<file path="src/design/sarlc_pkg.sv">
// Shared types, codes and constants for the set-associative refcount LRU cache.
package sarlc_pkg;

    localparam int unsigned WAYS_DEF = 8;
    localparam int unsigned SETS_DEF = 64;
    localparam int unsigned IDX_W    = 32;
    localparam int unsigned CFG_W    = 32;

    typedef enum logic [1:0] {
        CMD_LOOKUP = 2'd0,
        CMD_STORE  = 2'd1,
        CMD_DEREF  = 2'd2,
        CMD_NONE   = 2'd3
    } t_cmd;

    typedef enum logic [3:0] {
        ST_HIT        = 4'd0,
        ST_MISS       = 4'd1,
        ST_STORED     = 4'd2,
        ST_NOT_CACHED = 4'd3,
        ST_RELEASED   = 4'd4,
        ST_NOT_FOUND  = 4'd5,
        ST_BAD_INDEX  = 4'd6,
        ST_SET_UNINIT = 4'd7,
        ST_MISMATCH   = 4'd8
    } t_status;

    typedef enum logic {
        REG_SETS_IN_USE = 1'b0,
        REG_TRACE_COUNT = 1'b1
    } t_reg;

    typedef enum logic [3:0] {
        S_IDLE,
        S_DIV,
        S_SET,
        S_READ,
        S_WAIT,
        S_SCAN,
        S_LAST,
        S_DECIDE,
        S_WRITE,
        S_DONE,
        S_CLEAR
    } t_state;

    // controller -> datapath
    typedef struct packed {
        logic load;       // capture command, start divider
        logic div_step;   // one quotient bit
        logic set_latch;  // latch set number, read set_ready
        logic rd_issue;   // read way at scan counter
        logic scan;       // absorb read data of one way
        logic decide;     // form result and plan the update
        logic wr_way;     // write one way back
        logic finish;     // present the result
        logic clr;        // clearing pass step
    } t_ctl;

    // datapath -> controller
    typedef struct packed {
        logic div_done;
        logic last_way;
        logic rd_needed;  // set is initialized and the index is in range
        logic wr_needed;  // an update must be written
        logic drop;       // no result for this command
        logic clr_done;
    } t_sts;

endpackage

</file>
<file path="src/design/sarlc_ctrl.sv">
// Controller state machine: clear pass, divide, set read, way scan, write back.
module sarlc_ctrl (
    input  logic               i_clk,
    input  logic               i_rst_n,
    input  logic               i_start,
    input  sarlc_pkg::t_sts    i_sts,
    output sarlc_pkg::t_ctl    o_ctl,
    output logic               o_busy
);
    import sarlc_pkg::*;

    t_state r_state, n_state;

    always_ff @(posedge i_clk) begin
        if (!i_rst_n) begin
            r_state <= S_CLEAR;
        end else begin
            r_state <= n_state;
        end
    end

    always_comb begin
        n_state = r_state;
        o_ctl   = '0;
        o_busy  = 1'b1;
        unique case (r_state)
            S_CLEAR: begin
                o_ctl.clr = 1'b1;
                if (i_sts.clr_done) n_state = S_IDLE;
            end
            S_IDLE: begin
                o_busy = 1'b0;
                if (i_start) begin
                    o_ctl.load = 1'b1;
                    n_state    = S_DIV;
                end
            end
            S_DIV: begin
                if (i_sts.drop) begin
                    n_state = S_IDLE;
                end else begin
                    o_ctl.div_step = 1'b1;
                    if (i_sts.div_done) n_state = S_SET;
                end
            end
            S_SET: begin
                o_ctl.set_latch = 1'b1;
                n_state = S_READ;
            end
            S_READ: begin
                if (i_sts.rd_needed) begin
                    o_ctl.rd_issue = 1'b1;
                    n_state = S_SCAN;
                end else begin
                    n_state = S_DECIDE;
                end
            end
            S_SCAN: begin
                o_ctl.scan     = 1'b1;
                o_ctl.rd_issue = 1'b1;
                if (i_sts.last_way) n_state = S_LAST;
            end
            S_LAST: begin
                // absorb the last way read
                o_ctl.scan = 1'b1;
                n_state = S_DECIDE;
            end
            S_DECIDE: begin
                o_ctl.decide = 1'b1;
                n_state = S_WAIT;
            end
            S_WAIT: begin
                n_state = i_sts.wr_needed ? S_WRITE : S_DONE;
            end
            S_WRITE: begin
                o_ctl.wr_way = 1'b1;
                if (i_sts.last_way) n_state = S_DONE;
            end
            S_DONE: begin
                o_ctl.finish = 1'b1;
                n_state = S_IDLE;
            end
            default: n_state = S_IDLE;
        endcase
    end

    a_clr_quiet: assert property (@(posedge i_clk) disable iff (!i_rst_n)
        (r_state == S_CLEAR) |-> !o_ctl.finish && o_busy)
        else $error("result during clearing pass");
    a_done_idle: assert property (@(posedge i_clk) disable iff (!i_rst_n)
        o_ctl.finish |=> !o_busy)
        else $error("not idle after result");
    a_load_idle: assert property (@(posedge i_clk) disable iff (!i_rst_n)
        o_ctl.load |-> !o_busy && (r_state == S_IDLE))
        else $error("load outside idle");

endmodule

</file>
<file path="config.mk">
export PLATFORM = sky130hd
export DESIGN_NAME = sarlc_ctrl
export DESIGN_NICKNAME = d
export VERILOG_FILES = /design/src/design/sarlc_pkg.sv /design/src/design/sarlc_ctrl.sv
export SDC_FILE = /design/constraint.sdc
export NUM_CORES = 1
export LEC_CHECK = 0
export BUFFER_PORTS_ARGS = -buffer_cell sky130_fd_sc_hd__buf_2
export CAP_MARGIN = 20
export CORE_AREA = 2 2 39 41
export CTS_CLUSTER_SIZE = 10
export DETAILED_ROUTE_END_ITERATION = 10
export DIE_AREA = 0 0 41 43
export PLACE_DENSITY = 0.6
export SETUP_SLACK_MARGIN = 0.05
export SYNTH_ARGS = -nofsm -noshare
export SYNTH_HDL_FRONTEND = slang
export SYNTH_SLANG_ARGS = --single-unit
</file>
<file path="constraint.sdc">
create_clock -name i_clk -period 1.5 [get_ports i_clk]
set_input_delay 0.3 -clock i_clk [delete_from_list [all_inputs] [get_ports i_clk]]
set_output_delay 0.3 -clock i_clk [all_outputs]
set_load 0.01 [all_outputs]
</file>
==> out/metrics.yaml <==
rows: 14
final_cell_mix: "buf_2 (18), buf_4 (12), nor2_1 (4), a21oi_1 (4), dfxtp_4 (4)"
largest_reg_flops: 4
switching_share_pct: 42.1
ys_top_cells_by_area: "dfxtp_1 (20%), a21oi_1 (6.4%), nand2b_1 (6.4%)"
leakage_nw: 0.324
path_max_fanout: 7
finalWirelength_um: 1260
path_clk_slew_ps: 40
seq_power_share_pct: 20.8
cts_tree: "built"
crit_arrival_ps: 1180
p_switching_mw: 0.477
grt_pass1_wl_um: 1900
detailed_place_hpwl_um: 885
grt_overflow: 0
vias: 502
drive_gt1_share_pct: 63.5
grt_max_degree: 11
min_period_ps: 1480
synth_top_area_cell: "dfxtp_1"
ios: 19
drc: 0
relSlewSlack_pct: 72.6
final_core_util_pct: 51.4
core_area_um2: 1380
worstPathRequired_ps: 1200
synth_warnings: 0
firstDrtPassIters: 4
drtIter0Drc: 9
fin_crit_sh_pct: 98.7
fin_ws_ps: 19.0
skew_ps: 4.51
cts_max_path_buffers: 2
antenna_found_initial: 0
gp_congestion: 0.794
seq_area_frac_synth_pct: 20.4
powerDensity_nw_per_um2: 1590
cts.sinks: 4
synth-compound-area-share_pct: 28.8
worstMarginPinSlew_ps: 407
setup-violations-final: 0
synth_top_area_share_pct: 20.4
die-area_um2: 1760
intPower_mw: 0.657
netlist-cell-type-count: 28
port_buffers: 18
final_common_cell: "buf_2"
synth_area_um2: 392
fmax_ghz: 0.675
htreeDepth: 1
die_x_um: 41
synth_top_family_by_area: "simple AND/OR/NAND/NOR gates"
synth_cells: 54
rrSetupSlack_ps: 170
dp_slack_ps: 82.5
whs_ps: 321
synth_fp_nets: 63
fill_cells: 142
area_delta_synth_final_pct: 81.8
num-nets-final: 96
cap_violations: 0
synthMuxAreaShare_pct: 2.88
top_regs: "r_state x4"
status: "complete, no violations"
cts-root-buf: "clkbuf_4"
avgViaCountPerCell: 4.97
synth_xor_area_share_pct: 0
fin_area_um2: 712
die-height_um: 43
antenna_cells: 0
ant_nets: 0
report.final.slew_viol_count: 0
pwr-share-comb_pct: 67.4
p_clk_share_pct: 11.8
synth_simple_gate_area_share_pct: 41.2
initial_core_util_pct: 28.3
top_register: "r_state"
insertion_delay_ps: 240
place_area_um2: 562
hold_viol: 0
rsz0062_at_grt: "yes"
end_kind: "output port"
ir_worst_vdd_uv: 799
cts_inserted_buffers: 3
startpoint_type: "flop"
wire_per_inst_um: 12.5
criticalPathCategory: "reg2out"
grt_pass1_vias: 470
synthAdderAreaFrac_pct: 0
regArea_um2: 95.1
synth_area_per_cell_um2: 7.25
track_usage_pct: 16.1
hp-class: "in2reg"
multiInputGateArea_um2: 368
ys_ff_latch: 4
[kinds of logic after synthesis]
| family | Yosys count |
|---|---|
| compound gates | 17 |
| buf+inv | 5 |
| flops | 4 |
| mux | 1 |
| simple gates | 27 |
[metal layers]
| layer | GRT usage (%) | part of all wire [%] | routed length, um |
|---|---|---|---|
| met5 | 0 | 0 | 0 |
| met4 | 12.0 | 0.95 | 12 |
| met3 | 1.57 | 5.0 | 63 |
| met2 | 25.0 | 48 | 606 |
| met1 | 19.2 | 46 | 576 |
[power by group through the flow]
stage | clock (mW) | sequential [mW] | combinational (mW)
after detailed placement | 0 | 0.208 | 0.570
final | 0.134 | 0.236 | 0.764
after floorplan | 0 | 0.173 | 0.370
after global routing | 0.145 | 0.246 | 0.838
after CTS | 0.137 | 0.236 | 0.627
after global placement | 0 | 0.206 | 0.568
[Yosys cell counts]
library cell	n
nor2_1	6
a21oi_1	5
dfxtp_1	4
nand2_1	4
nand2b_1	4
buf_2	3
nor3_1	3
o21ai_0	3
o31ai_1	2
o32ai_1	2
a211o_1	1
a21oi_2	1
and2_1	1
and2b_1	1
and3_1	1
and3b_1	1
buf_4	1
inv_1	1
mux2_2	1
nand3_1	1
nor2b_1	1
nor3b_2	1
nor4_1	1
nor4b_2	1
o21ai_1	1
o31a_1	1
o41ai_1	1
or4b_1	1
[critical path, stage by stage (launching register included)]
cell,delay [ps]
dfxtp_4,360
and2b_1,200
buf_4,140
and2_1,120
buf_2,130
[stage by stage]
stage	setup TNS [ps]	std cells	total power [mW]
final	0	101	1.13
after global routing	-46.9	101	1.23
after floorplan	0	54	0.544
after global placement	0	95	0.774
after detailed placement	0	95	0.777
after CTS	0	98	1.00
[path summary, 6_finish.rpt]
check / start / to / cells after the start
worst min-delay path: i_rst_n / r_state[0] / 3
worst min register to register: r_state[3] / r_state[1] / 2
worst max-delay path: r_state[3] / o_ctl[5] / 4
worst max register to register: r_state[2] / r_state[0] / 4
[repair_timing]
item,in CTS,in global routing
pin swaps,0,1
gates resized for setup,16,11
buffers inserted,0,3
setup endpoints to repair,10,10
hold buffers,0,0
[layout make-up]
cell class | count | share of cell area [%]
Tap cell | 16 | 2.81
Timing Repair Buffer | 32 | 28.5
Sequential cell | 4 | 13.4
Inverter | 1 | 0.527
Clock buffer | 3 | 3.16
Multi-Input combinational cell | 45 | 51.7
Power figures use the tool's default switching activity.
